File: config.mk
export PLATFORM = sky130hd
export DESIGN_NAME = delimited_text_field_tokenizer
export DESIGN_NICKNAME = d
export VERILOG_FILES = /design/src/sv/dtft_pkg.sv /design/src/sv/delimited_text_field_tokenizer.sv /design/src/sv/dtft_regs.sv /design/src/sv/dtft_front.sv /design/src/sv/dtft_queue.sv /design/src/sv/dtft_back.sv
export SDC_FILE = /design/constraint.sdc
export NUM_CORES = 1
export LEC_CHECK = 0
export BUFFER_PORTS_ARGS = -buffer_cell sky130_fd_sc_hd__buf_2
export CORE_ASPECT_RATIO = 0.75
export CORE_UTILIZATION = 53
export CTS_BUF_LIST = sky130_fd_sc_hd__clkbuf_16
export CTS_CLUSTER_DIAMETER = 120
export DETAILED_ROUTE_END_ITERATION = 7
export PLACE_DENSITY_LB_ADDON = 0.08
export SKIP_LAST_GASP = 1
export SLEW_MARGIN = 0
export SYNTH_ARGS = -nofsm -noshare
export SYNTH_HDL_FRONTEND = slang
export SYNTH_SLANG_ARGS = --single-unit
export TNS_END_PERCENT = 1
File: constraint.sdc
create_clock -name i_clk -period 4.05 [get_ports i_clk]
set_clock_uncertainty 0.2 [all_clocks]
set_input_delay 0.405 -clock i_clk [delete_from_list [all_inputs] [get_ports i_clk]]
set_output_delay 0.405 -clock i_clk [all_outputs]
set_load 0.05 [all_outputs]
File: src/sv/dtft_pkg.sv
package dtft_pkg;

    // default widths of the result fields
    localparam int LENGTH_BITS_DEF = 16;
    localparam int COLUMN_BITS_DEF = 10;

    // configuration port
    localparam int APB_ADDR_W  = 5;
    localparam int APB_DATA_W  = 32;
    localparam int FIRST_COL_W = 10;

    // queue between the front and back parts, a power of two
    localparam int QUEUE_DEPTH = 4;

    // special bytes
    localparam logic [7:0] BYTE_LF  = 8'h0A;
    localparam logic [7:0] BYTE_CR  = 8'h0D;
    localparam logic [7:0] BYTE_NUL = 8'h00;

    // configuration reset values
    localparam logic [7:0] RST_ROW_DELIM = BYTE_LF;
    localparam logic [7:0] RST_FLD_SEP   = 8'h2C;

    // register word index on the configuration port
    typedef enum logic [2:0] {
        REG_ROW_DELIM  = 3'd0,
        REG_FLD_SEP    = 3'd1,
        REG_COLL_DELIM = 3'd2,
        REG_ESCAPE     = 3'd3,
        REG_ROWS_DELIM = 3'd4,
        REG_FIRST_COL  = 3'd5
    } t_reg_idx;

    // input item kind
    typedef enum logic [1:0] {
        KIND_DATA  = 2'd0,
        KIND_EOB   = 2'd1,
        KIND_CLEAR = 2'd2
    } t_kind;

    // operation handed from the front to the back
    typedef enum logic [2:0] {
        OP_BYTE,
        OP_EOB_SOFT,
        OP_EOB_ROW,
        OP_CLEAR,
        OP_NONE
    } t_op;

    // classified item
    typedef struct packed {
        t_op  op;
        logic is_row;
        logic is_col;
        logic is_esc;
        logic is_cr;
        logic is_lf;
    } t_item;

    // configuration registers
    typedef struct packed {
        logic [7:0]             row_delim;
        logic [7:0]             fld_sep;
        logic [7:0]             coll_delim;
        logic [7:0]             escape;
        logic                   rows_delim;
        logic [FIRST_COL_W-1:0] first_col;
    } t_cfg;

    // queue status
    typedef struct packed {
        logic full;
        logic empty;
    } t_q_stat;

    // back part status
    typedef struct packed {
        logic pop;
        t_op  op;
        logic len_zero;
    } t_back_stat;

endpackage

File: src/sv/delimited_text_field_tokenizer.sv
// a result is shown in the cycle after the back part takes the item that closes its field
// throughput: one item per cycle while results are taken, set by the state update in the back part
// a four-entry queue between classification and state update absorbs output stalls
// reset: synchronous, active low; registers return to defaults, parser state clears,
// queue empties and no result is shown
module delimited_text_field_tokenizer #(
    parameter int LENGTH_BITS = dtft_pkg::LENGTH_BITS_DEF,
    parameter int COLUMN_BITS = dtft_pkg::COLUMN_BITS_DEF
) (
    input  logic                            i_clk,
    input  logic                            i_rst_n,
    // configuration port
    input  logic                            psel,
    input  logic                            penable,
    input  logic                            pwrite,
    input  logic [dtft_pkg::APB_ADDR_W-1:0] paddr,
    input  logic [dtft_pkg::APB_DATA_W-1:0] pwdata,
    output logic [dtft_pkg::APB_DATA_W-1:0] prdata,
    output logic                            pready,
    // input items
    input  logic                            i_valid,
    output logic                            o_ready,
    input  logic [1:0]                      i_kind,
    input  logic [7:0]                      i_data_byte,
    // results
    output logic                            o_valid,
    input  logic                            i_ready,
    output logic [LENGTH_BITS-1:0]          o_field_length,
    output logic                            o_field_escaped,
    output logic [COLUMN_BITS-1:0]          o_column_index,
    output logic                            o_row_end
);

    dtft_pkg::t_cfg       w_cfg;
    dtft_pkg::t_item      w_front_item;
    dtft_pkg::t_item      w_q_item;
    dtft_pkg::t_q_stat    w_q_stat;
    dtft_pkg::t_back_stat w_back_stat;
    logic                 w_push;
    logic                 w_pop;

    // configuration registers
    dtft_regs u_regs (
        .i_clk   (i_clk),
        .i_rst_n (i_rst_n),
        .psel    (psel),
        .penable (penable),
        .pwrite  (pwrite),
        .paddr   (paddr),
        .pwdata  (pwdata),
        .prdata  (prdata),
        .pready  (pready),
        .o_cfg   (w_cfg)
    );

    // input classification
    dtft_front u_front (
        .i_valid     (i_valid),
        .i_kind      (i_kind),
        .i_data_byte (i_data_byte),
        .i_cfg       (w_cfg),
        .i_q_stat    (w_q_stat),
        .o_ready     (o_ready),
        .o_push      (w_push),
        .o_item      (w_front_item)
    );

    // queue between front and back
    dtft_queue u_queue (
        .i_clk   (i_clk),
        .i_rst_n (i_rst_n),
        .i_push  (w_push),
        .i_item  (w_front_item),
        .i_pop   (w_pop),
        .o_item  (w_q_item),
        .o_stat  (w_q_stat)
    );

    // parser state and result register
    dtft_back #(
        .LENGTH_BITS (LENGTH_BITS),
        .COLUMN_BITS (COLUMN_BITS)
    ) u_back (
        .i_clk           (i_clk),
        .i_rst_n         (i_rst_n),
        .i_cfg           (w_cfg),
        .i_item          (w_q_item),
        .i_q_stat        (w_q_stat),
        .i_ready         (i_ready),
        .o_pop           (w_pop),
        .o_valid         (o_valid),
        .o_field_length  (o_field_length),
        .o_field_escaped (o_field_escaped),
        .o_column_index  (o_column_index),
        .o_row_end       (o_row_end),
        .o_stat          (w_back_stat)
    );

    // a transfer into an empty queue is waiting there in the next cycle
    a_queue_fill: assert property (@(posedge i_clk) disable iff (!i_rst_n)
        (w_push && w_q_stat.empty) |=> !w_q_stat.empty)
        else $error("transfer into empty queue lost");

    // parser reset leaves an empty length count
    a_clear_len: assert property (@(posedge i_clk) disable iff (!i_rst_n)
        (w_back_stat.pop && w_back_stat.op == dtft_pkg::OP_CLEAR) |=> w_back_stat.len_zero)
        else $error("length count not cleared by parser reset");

    // undelimited end of buffer always closes the row
    a_eob_row: assert property (@(posedge i_clk) disable iff (!i_rst_n)
        (w_back_stat.pop && w_back_stat.op == dtft_pkg::OP_EOB_ROW) |=> (o_valid && o_row_end))
        else $error("end of buffer did not close the row");

endmodule

File: src/sv/dtft_regs.sv
module dtft_regs (
    input  logic                              i_clk,
    input  logic                              i_rst_n,
    input  logic                              psel,
    input  logic                              penable,
    input  logic                              pwrite,
    input  logic [dtft_pkg::APB_ADDR_W-1:0]   paddr,
    input  logic [dtft_pkg::APB_DATA_W-1:0]   pwdata,
    output logic [dtft_pkg::APB_DATA_W-1:0]   prdata,
    output logic                              pready,
    output dtft_pkg::t_cfg                    o_cfg
);

    dtft_pkg::t_cfg     r_cfg;
    dtft_pkg::t_reg_idx w_idx;
    logic               w_wr;

    assign pready = 1'b1;
    assign w_idx  = dtft_pkg::t_reg_idx'(paddr[dtft_pkg::APB_ADDR_W-1:2]);
    assign w_wr   = psel && penable && pwrite;
    assign o_cfg  = r_cfg;

    // register writes in the access phase
    always_ff @(posedge i_clk) begin
        if (!i_rst_n) begin
            r_cfg.row_delim  <= dtft_pkg::RST_ROW_DELIM;
            r_cfg.fld_sep    <= dtft_pkg::RST_FLD_SEP;
            r_cfg.coll_delim <= dtft_pkg::BYTE_NUL;
            r_cfg.escape     <= dtft_pkg::BYTE_NUL;
            r_cfg.rows_delim <= 1'b1;
            r_cfg.first_col  <= '0;
        end else if (w_wr) begin
            case (w_idx)
                dtft_pkg::REG_ROW_DELIM:  r_cfg.row_delim  <= pwdata[7:0];
                dtft_pkg::REG_FLD_SEP:    r_cfg.fld_sep    <= pwdata[7:0];
                dtft_pkg::REG_COLL_DELIM: r_cfg.coll_delim <= pwdata[7:0];
                dtft_pkg::REG_ESCAPE:     r_cfg.escape     <= pwdata[7:0];
                dtft_pkg::REG_ROWS_DELIM: r_cfg.rows_delim <= pwdata[0];
                dtft_pkg::REG_FIRST_COL:
                    r_cfg.first_col <= pwdata[dtft_pkg::FIRST_COL_W-1:0];
                default: ;
            endcase
        end
    end

    // read mux
    always_comb begin
        prdata = '0;
        case (w_idx)
            dtft_pkg::REG_ROW_DELIM:  prdata[7:0] = r_cfg.row_delim;
            dtft_pkg::REG_FLD_SEP:    prdata[7:0] = r_cfg.fld_sep;
            dtft_pkg::REG_COLL_DELIM: prdata[7:0] = r_cfg.coll_delim;
            dtft_pkg::REG_ESCAPE:     prdata[7:0] = r_cfg.escape;
            dtft_pkg::REG_ROWS_DELIM: prdata[0]   = r_cfg.rows_delim;
            dtft_pkg::REG_FIRST_COL:
                prdata[dtft_pkg::FIRST_COL_W-1:0] = r_cfg.first_col;
            default: ;
        endcase
    end

endmodule

File: src/sv/dtft_front.sv
module dtft_front (
    input  logic              i_valid,
    input  logic [1:0]        i_kind,
    input  logic [7:0]        i_data_byte,
    input  dtft_pkg::t_cfg    i_cfg,
    input  dtft_pkg::t_q_stat i_q_stat,
    output logic              o_ready,
    output logic              o_push,
    output dtft_pkg::t_item   o_item
);

    logic w_row_match;

    assign o_ready = !i_q_stat.full;
    assign o_push  = i_valid && !i_q_stat.full;

    // newline as row delimiter also takes carriage return
    assign w_row_match = (i_data_byte == i_cfg.row_delim)
                      || (i_cfg.row_delim == dtft_pkg::BYTE_LF
                          && i_data_byte == dtft_pkg::BYTE_CR);

    // byte classification against the configured delimiters and operation decode
    always_comb begin
        o_item.is_row = i_cfg.rows_delim && w_row_match;
        o_item.is_col = (i_data_byte == i_cfg.fld_sep)
                     || (i_cfg.coll_delim != dtft_pkg::BYTE_NUL
                         && i_data_byte == i_cfg.coll_delim);
        o_item.is_esc = (i_cfg.escape != dtft_pkg::BYTE_NUL)
                     && (i_data_byte == i_cfg.escape);
        o_item.is_cr  = (i_data_byte == dtft_pkg::BYTE_CR);
        o_item.is_lf  = (i_data_byte == dtft_pkg::BYTE_LF);
        case (dtft_pkg::t_kind'(i_kind))
            dtft_pkg::KIND_DATA:  o_item.op = dtft_pkg::OP_BYTE;
            dtft_pkg::KIND_EOB:
                o_item.op = i_cfg.rows_delim ? dtft_pkg::OP_EOB_SOFT : dtft_pkg::OP_EOB_ROW;
            dtft_pkg::KIND_CLEAR: o_item.op = dtft_pkg::OP_CLEAR;
            default:              o_item.op = dtft_pkg::OP_NONE;
        endcase
    end

endmodule

File: src/sv/dtft_queue.sv
module dtft_queue (
    input  logic              i_clk,
    input  logic              i_rst_n,
    input  logic              i_push,
    input  dtft_pkg::t_item   i_item,
    input  logic              i_pop,
    output dtft_pkg::t_item   o_item,
    output dtft_pkg::t_q_stat o_stat
);

    localparam int PTR_W = $clog2(dtft_pkg::QUEUE_DEPTH);
    localparam int CNT_W = $clog2(dtft_pkg::QUEUE_DEPTH + 1);

    dtft_pkg::t_item  r_mem [dtft_pkg::QUEUE_DEPTH];
    logic [PTR_W-1:0] r_wr_ptr;
    logic [PTR_W-1:0] r_rd_ptr;
    logic [CNT_W-1:0] r_count;

    assign o_item       = r_mem[r_rd_ptr];
    assign o_stat.full  = (r_count == CNT_W'(dtft_pkg::QUEUE_DEPTH));
    assign o_stat.empty = (r_count == '0);

    // entry storage
    always_ff @(posedge i_clk) begin
        if (i_push) begin
            r_mem[r_wr_ptr] <= i_item;
        end
    end

    // pointers and fill level
    always_ff @(posedge i_clk) begin
        if (!i_rst_n) begin
            r_wr_ptr <= '0;
            r_rd_ptr <= '0;
            r_count  <= '0;
        end else begin
            if (i_push) begin
                r_wr_ptr <= r_wr_ptr + 1'b1;
            end
            if (i_pop) begin
                r_rd_ptr <= r_rd_ptr + 1'b1;
            end
            if (i_push && !i_pop) begin
                r_count <= r_count + 1'b1;
            end else if (!i_push && i_pop) begin
                r_count <= r_count - 1'b1;
            end
        end
    end

endmodule

File: src/sv/dtft_back.sv
module dtft_back #(
    parameter int LENGTH_BITS = dtft_pkg::LENGTH_BITS_DEF,
    parameter int COLUMN_BITS = dtft_pkg::COLUMN_BITS_DEF
) (
    input  logic                   i_clk,
    input  logic                   i_rst_n,
    input  dtft_pkg::t_cfg         i_cfg,
    input  dtft_pkg::t_item        i_item,
    input  dtft_pkg::t_q_stat      i_q_stat,
    input  logic                   i_ready,
    output logic                   o_pop,
    output logic                   o_valid,
    output logic [LENGTH_BITS-1:0] o_field_length,
    output logic                   o_field_escaped,
    output logic [COLUMN_BITS-1:0] o_column_index,
    output logic                   o_row_end,
    output dtft_pkg::t_back_stat   o_stat
);

    localparam int CMP_W = (COLUMN_BITS > dtft_pkg::FIRST_COL_W)
                         ? COLUMN_BITS : dtft_pkg::FIRST_COL_W;

    // parser state
    logic                   r_pend,    n_pend;
    logic                   r_has_esc, n_has_esc;
    logic                   r_after_cr, n_after_cr;
    logic [LENGTH_BITS-1:0] r_len,     n_len;
    logic [COLUMN_BITS-1:0] r_col,     n_col;

    // result register
    logic                   r_valid,   n_valid;
    logic [LENGTH_BITS-1:0] r_out_len, n_out_len;
    logic                   r_out_esc, n_out_esc;
    logic [COLUMN_BITS-1:0] r_out_col, n_out_col;
    logic                   r_out_row, n_out_row;

    logic [CMP_W-1:0]       w_first_ext;
    logic [CMP_W-1:0]       w_col_max_ext;
    logic [COLUMN_BITS-1:0] w_start;
    logic                   w_new_row;
    logic                   w_new_col;
    logic                   w_esc_now;
    logic                   w_emit;
    logic                   w_emit_row;

    // take the next item when the result register is free or draining
    assign o_pop = !i_q_stat.empty && (!r_valid || i_ready);

    // start column, saturated to the column range
    assign w_first_ext   = CMP_W'(i_cfg.first_col);
    assign w_col_max_ext = CMP_W'({COLUMN_BITS{1'b1}});
    assign w_start       = (w_first_ext > w_col_max_ext) ? {COLUMN_BITS{1'b1}}
                                                         : w_first_ext[COLUMN_BITS-1:0];

    // state update for one item
    always_comb begin
        n_pend     = r_pend;
        n_has_esc  = r_has_esc;
        n_after_cr = r_after_cr;
        n_len      = r_len;
        n_col      = r_col;
        n_valid    = r_valid && !i_ready;
        n_out_len  = r_out_len;
        n_out_esc  = r_out_esc;
        n_out_col  = r_out_col;
        n_out_row  = r_out_row;
        w_new_row  = 1'b0;
        w_new_col  = 1'b0;
        w_esc_now  = r_has_esc;
        w_emit     = 1'b0;
        w_emit_row = 1'b0;
        if (o_pop) begin
            case (i_item.op)
                dtft_pkg::OP_CLEAR: begin
                    n_pend     = 1'b0;
                    n_has_esc  = 1'b0;
                    n_after_cr = 1'b0;
                    n_len      = '0;
                    n_col      = w_start;
                end
                dtft_pkg::OP_EOB_SOFT: begin
                    n_len = '0;
                end
                dtft_pkg::OP_EOB_ROW: begin
                    w_emit     = 1'b1;
                    w_emit_row = 1'b1;
                end
                dtft_pkg::OP_BYTE: begin
                    // a pending escape suppresses this delimiter
                    w_new_row = !r_pend && i_item.is_row;
                    w_new_col = !r_pend && (i_item.is_row || i_item.is_col);
                    if (i_item.is_esc) begin
                        w_esc_now = 1'b1;
                        n_pend    = !r_pend;
                    end else begin
                        n_pend    = 1'b0;
                    end
                    n_has_esc = w_esc_now;
                    if (w_new_row) begin
                        n_after_cr = i_item.is_cr;
                        // lf straight after a row-ending cr is swallowed
                        if (r_after_cr && i_item.is_lf) begin
                            n_len = '0;
                        end else begin
                            w_emit     = 1'b1;
                            w_emit_row = 1'b1;
                        end
                    end else begin
                        n_after_cr = 1'b0;
                        if (w_new_col) begin
                            w_emit = 1'b1;
                        end else if (r_len != {LENGTH_BITS{1'b1}}) begin
                            n_len = r_len + 1'b1;
                        end
                    end
                end
                default: ;
            endcase
        end
        // close the field and load the result register
        if (w_emit) begin
            n_valid   = 1'b1;
            n_out_len = r_len;
            n_out_esc = w_esc_now;
            n_out_col = r_col;
            n_out_row = w_emit_row;
            n_has_esc = 1'b0;
            n_len     = '0;
            if (w_emit_row) begin
                n_col = w_start;
            end else if (r_col != {COLUMN_BITS{1'b1}}) begin
                n_col = r_col + 1'b1;
            end
        end
    end

    // control and parser state
    always_ff @(posedge i_clk) begin
        if (!i_rst_n) begin
            r_pend     <= 1'b0;
            r_has_esc  <= 1'b0;
            r_after_cr <= 1'b0;
            r_len      <= '0;
            r_col      <= '0;
            r_valid    <= 1'b0;
        end else begin
            r_pend     <= n_pend;
            r_has_esc  <= n_has_esc;
            r_after_cr <= n_after_cr;
            r_len      <= n_len;
            r_col      <= n_col;
            r_valid    <= n_valid;
        end
    end

    // result payload
    always_ff @(posedge i_clk) begin
        r_out_len <= n_out_len;
        r_out_esc <= n_out_esc;
        r_out_col <= n_out_col;
        r_out_row <= n_out_row;
    end

    assign o_valid         = r_valid;
    assign o_field_length  = r_out_len;
    assign o_field_escaped = r_out_esc;
    assign o_column_index  = r_out_col;
    assign o_row_end       = r_out_row;

    assign o_stat.pop      = o_pop;
    assign o_stat.op       = i_item.op;
    assign o_stat.len_zero = (r_len == '0);

endmodule
==> After elaboration in Yosys (flattened, before gate mapping) <==
Memories as Yosys holds them, arrays and structs flattened. A register that Yosys moved wholly into a read port is not among the register bits.
Cells that the tools add are included.
{ "op_classes": {"addsub": 6, "n_lt_le_gt_ge": 1, "n_eq_ne": 23, "n_mux": 39, "bitwise": 1, "n_reduce_logical": 44} }
{ "op_table": {"columns": ["op", "n"], "rows": [
  ["16-bit 2-to-1 mux", 4],
  ["10-bit 2-to-1 mux", 6],
  ["7-bit case mux with 5 select lines", 1],
  ["8-bit == test", 4],
  ["16-bit case mux with 2 select lines", 1],
  ["8-bit by 4-bit == test with 1-bit output, second input constant", 3],
  ["16-bit by 1-bit adder with 16-bit output, second input constant", 1],
  ["16-bit != test, second input constant", 1],
  ["8-bit nonzero test", 2],
  ["1-bit logical AND", 14],
  ["1-bit 2-to-1 mux", 14],
  ["2-bit AND reduction", 7],
  ["3-bit by 2-bit == test with 1-bit output, second input constant", 4],
  ["10-bit by 1-bit adder with 10-bit output, second input constant", 1],
  ["10-bit > comparator, second input constant", 1],
  ["10-bit != test, second input constant", 1],
  ["1-bit case mux with 2 select lines", 5],
  ["3-bit == test, second input constant", 3],
  ["3-bit zero test", 3],
  ["3-bit case mux with 3 select lines", 1],
  ["2-bit 2-to-1 mux", 4],
  ["1-bit zero test", 7],
  ["3-bit by 1-bit == test with 1-bit output, second input constant", 2],
  ["3-bit 2-to-1 mux", 2],
  ["15 further kinds", 22]
]} }
{ "word_totals": {"ff_bits": 108, "ram_bits": 32, "in_bits": 54, "output_inout_bits": 63, "wordCells": 134, "n_memories": 1} }
{ "memory_table": {"columns": ["memory", "words", "width", "read_ports", "rd_clocked_by_memory_dff", "write_ports", "line", "rtl"], "rows": [
  ["u_queue.r_mem", 4, 8, 1, 1, 1, "dtft_queue.sv:14", "dtft_pkg::t_item r_mem [dtft_pkg::QUEUE_DEPTH];"]
]} }

==> Longest topological paths before layout <==
{ "logic_depth": {"ltp_word": 7, "depth_mapped": 10, "ltp_nobuf": 9} }

==> By module <==
Synthesis repeated with hierarchy kept, for this count alone.
{ "unflattened": {"cells_unflattened": 663, "area_unflattened_um2": 7026.7} }
{ "modules_own_cells": {"columns": ["mod", "n_inst", "cells_each", "area_per_inst_um2", "seq_area_each_um2"], "rows": [
  ["dtft_back", 1, 267, 2703.8, 1441.4],
  ["dtft_regs", 1, 235, 2183.3, 860.8],
  ["dtft_queue", 1, 85, 1602.8, 1141.1],
  ["dtft_front", 1, 76, 536.8, 0.0]
]} }

==> Worst setup path after synthesis <==
Ideal clock, no wire load.
{ "synth_timing": {"path_type": "input port to output port", "start": "input paddr[4] in the netlist's numbering", "end": "output prdata[1] in the netlist's numbering", "arrival_time_ps": 2278, "required_ps": 3445, "setup_slack_ps": 1167, "path_stages": 4, "n_path_buf": 2, "cell_sequence": "clkbuf_1 -> buf_1 -> or2_2 -> o21ai_0"} }
{ "synth_via": {"elab_chain_len": 2, "elab_cells_between_ends": 6, "classes_between": "eq/ne: 4; mux: 1; reduce/logical: 1"} }
{ "synth_rtl": {"columns": ["item", "line", "rtl"], "rows": [
  ["start, declared", "delimited_text_field_tokenizer.sv:16", "input logic [dtft_pkg::APB_ADDR_W-1:0] paddr,"],
  ["3-bit == test (tied with other cells)", "dtft_regs.sv:49", "case (w_idx)"],
  ["7-bit case mux with 5 select lines (*)", "dtft_regs.sv:49", null],
  ["end, declared", "delimited_text_field_tokenizer.sv:18", "output logic [dtft_pkg::APB_DATA_W-1:0] prdata,"]
]} }
Mark *: on every way between the ends. The rest lies on a longest branch, timed or not.

==> results_dict.tcl <==
set metrics [dict create \
    syn_area_per_cell_sq_um 10.4 \
    path_common_cell "buf_4" \
    hpwlAfterDp_microns 11300 \
    num_rows 36 \
    synth_fa_ha_area_share_pct 1.52 \
    dieArea_sq_um 13900 \
    htreeDepth 4 \
    vdd_drop_max_mv 0.443 \
    nets 807 \
    cts_buffers 17 \
    hold_viol_final 0 \
    wl_microns 15600 \
    hp-start "pwdata[9]" \
    p_leak_nw 3.10 \
    ys_ff_latch 142 \
    multiInputGateArea_sq_um 3370 \
    ioPinCount 117 \
    r2r_setup_slack_ns 0.77 \
    whs_ns 0.0452 \
    clkTransAtPathRegs_ns 0.06 \
    grt_max_degree 58 \
    die-height_microns 102 \
    drv_slew 0 \
    layout_commonest_cell "dfxtp_1" \
    timing.fmax_mhz 305 \
    synth_edf_count 60 \
    drtIter0Drc 366 \
    cp_slowest_cell "dfxtp_1" \
    synthCells 682 \
    critPathLaunchType "flop" \
    vias_per_cell 5.62 \
    wire_per_inst_microns 16.8 \
    synth_top_family_by_area "simple AND/OR/NAND/NOR gates" \
    via_count 5220 \
    fill_cells 1090 \
    async_reset_ff_share_pct 0 \
    grt_pass1_wl_microns 25200 \
    synth-xor-area-share_pct 5.55 \
    cts_root_buf "clkbuf_16" \
    end_kind "flop" \
    clockBufferDepth 2 \
    synthMuxAreaShare_pct 11.9 \
    final-seq-area_sq_um 3440 \
    antenna_cells 0 \
    cp_max_fo 11 \
    path_class "reg -> reg" \
    dpl.cell_count 897 \
    area_growth_pct 14.2 \
    grt_antenna_before_repair 0 \
    post_cts_resized 0 \
    final_cell_area_sq_um 8110 \
    power_mw 5.09 \
    cts_sinks 142 \
    tightest_slew_ns 0.754 \
    final_cells 929 \
    drive_above_1_share_pct 17.5 \
    rsz0062_at_grt "false" \
    layout.cells.most_common_list "82 x dfxtp_1, 69 x buf_2, 62 x mux2i_1, 60 x edfxtp_1, 54 x nand2_1" \
    crit_chain "buf_4 -> mux2_2 -> a221o_1 -> nor3_1 -> nand4_1 -> buf_4 -> nand3_1 -> xor2_1 -> nor2_1" \
    run_status "finished, final reports clean" \
    track_usage_pct 24.3 \
    drc 0 \
    grt_overflow 0 \
    finalCritPeriodShare_pct 81.0 \
    cp_data_required_time_ns 4.17 \
    ant_nets 0 \
    synth_compound_area_share_pct 8.62 \
    finalCriticalPeriod_ns 3.28 \
    core_area_sq_um 13000 \
    synthFlopType "dfxtp_1" \
    slowest_delay_ns 0.66 \
    drtPass1Iterations 5 \
    setup_tns_ns 0 \
    worstPathArrival_ns 3.40 \
    gp_congestion 0.905 \
    maxCapViolCount 0 \
    yosysSeqAreaShare_pct 48.5 \
    io_buffers 69 \
    slew_headroom_pct 49.0 \
    start_util_pct 54.6 \
    yosys.area_share.simple_pct 18.6 \
    cts_hold_buf 0 \
    clock_latency_ns 0.43 \
    die_x_microns 136 \
    place_area_sq_um 7500 \
    yosysWarnings 0 \
    setup_viol 0 \
    p_per_area_nw_per_um2 628 \
    hp-class "in -> reg" \
    cts_tree "built" \
    first_global_vias 4963 \
    postCtsSetupRepairBufs 0 \
    netlist_area_sq_um 7100 \
    yosysUniqueCellTypes 59 \
]
## cells by family (layout without fill, tap and decap cells)
group,count (synthesis),count (layout)
XOR/XNOR,45,45
AND/OR/NAND/NOR,245,245
multiplexers,76,76
flip-flops,142,142
adder cells (fa/ha/maj),8,8
buffers and inverters,69,124
other,2,23
AO/OA/AOI/OAI,95,95
## path summary, 6_finish.rpt
kind / end / depth (start not counted)
min reg2reg: u_back.o_field_length[14]$_DFFE_PN_ / 0
max: u_back.r_len[2]$_SDFFE_PP0P_ / 9
max reg2reg: u_back.r_len[2]$_SDFFE_PP0P_ / 9
min: u_regs.o_cfg[9]$_SDFFE_PN0P_ / 3
## report_power, final
group,leakage (nW),internal [mW],switching [mW]
sequential,1.22,1.75,0.158
combinational,1.59,0.526,1.08
clock,0.284,0.952,0.625
total,3.10,3.23,1.86
## stage by stage
stage	utilization [%]	setup WS (ns)
after global routing	62.3	0.533
after floorplan	-	1.17
final	62.3	0.770
after CTS	62.3	0.756
after detailed placement	57.6	0.797
after global placement	57.6	0.831
## flip-flops by register name, indices dropped and copies added, names as in the netlist, 2 cells and up, named ones only
signal and cells:
u_queue.r_rd_ptr 2, u_back.o_field_length 16, u_regs.o_cfg 43, u_back.r_len 16, u_back.o_column_index 10, u_queue.r_wr_ptr 2
u_queue.r_count 3, u_queue.r_mem 32, u_back.r_col 10
## layer usage
layer	wire, microns	GRT usage, %	vias to the layer above
li1	-	-	2539
met1	7460	33.1	2521
met2	7020	37.4	145
met3	930	6.94	15
met4	179	7.43	0
met5	0	0	-
## final cells by class
cell class                      count  share of cell area (%)
Multi-Input combinational cell    492                    41.6
Tap cell                          171                    2.64
Sequential cell                   142                    42.5
Clock buffer                       18                    5.56
Clock inverter                     14                    1.94
Inverter                           12                   0.556
Timing Repair Buffer               80                    5.28
## critical path: cells and delay by family, from the launching register on
family                    cells  cell delay, ns
muxes                         1            0.33
AOI/OAI and AO/OA             1            0.30
buffers and inverters         2            0.55
and+or+nand+nor               4            0.96
DFF                           1            0.66
xor gates and xnor gates      1            0.16
## cells in the mapped netlist, types with 22 or more instances
cell type  number  share of area, %
o21ai_0        36               2.5
mux2i_1        62               8.7
nand2_1        54               2.9
xnor2_1        23               2.8
edfxtp_1       60                25
clkbuf_1       23               1.2
nor2_1         40               2.1
nand3_1        22               1.6
buf_4          25               2.6
xor2_1         22               2.7
nor2b_1        42               3.7
dfxtp_1        82                23
(Power assumes the default switching activity.)
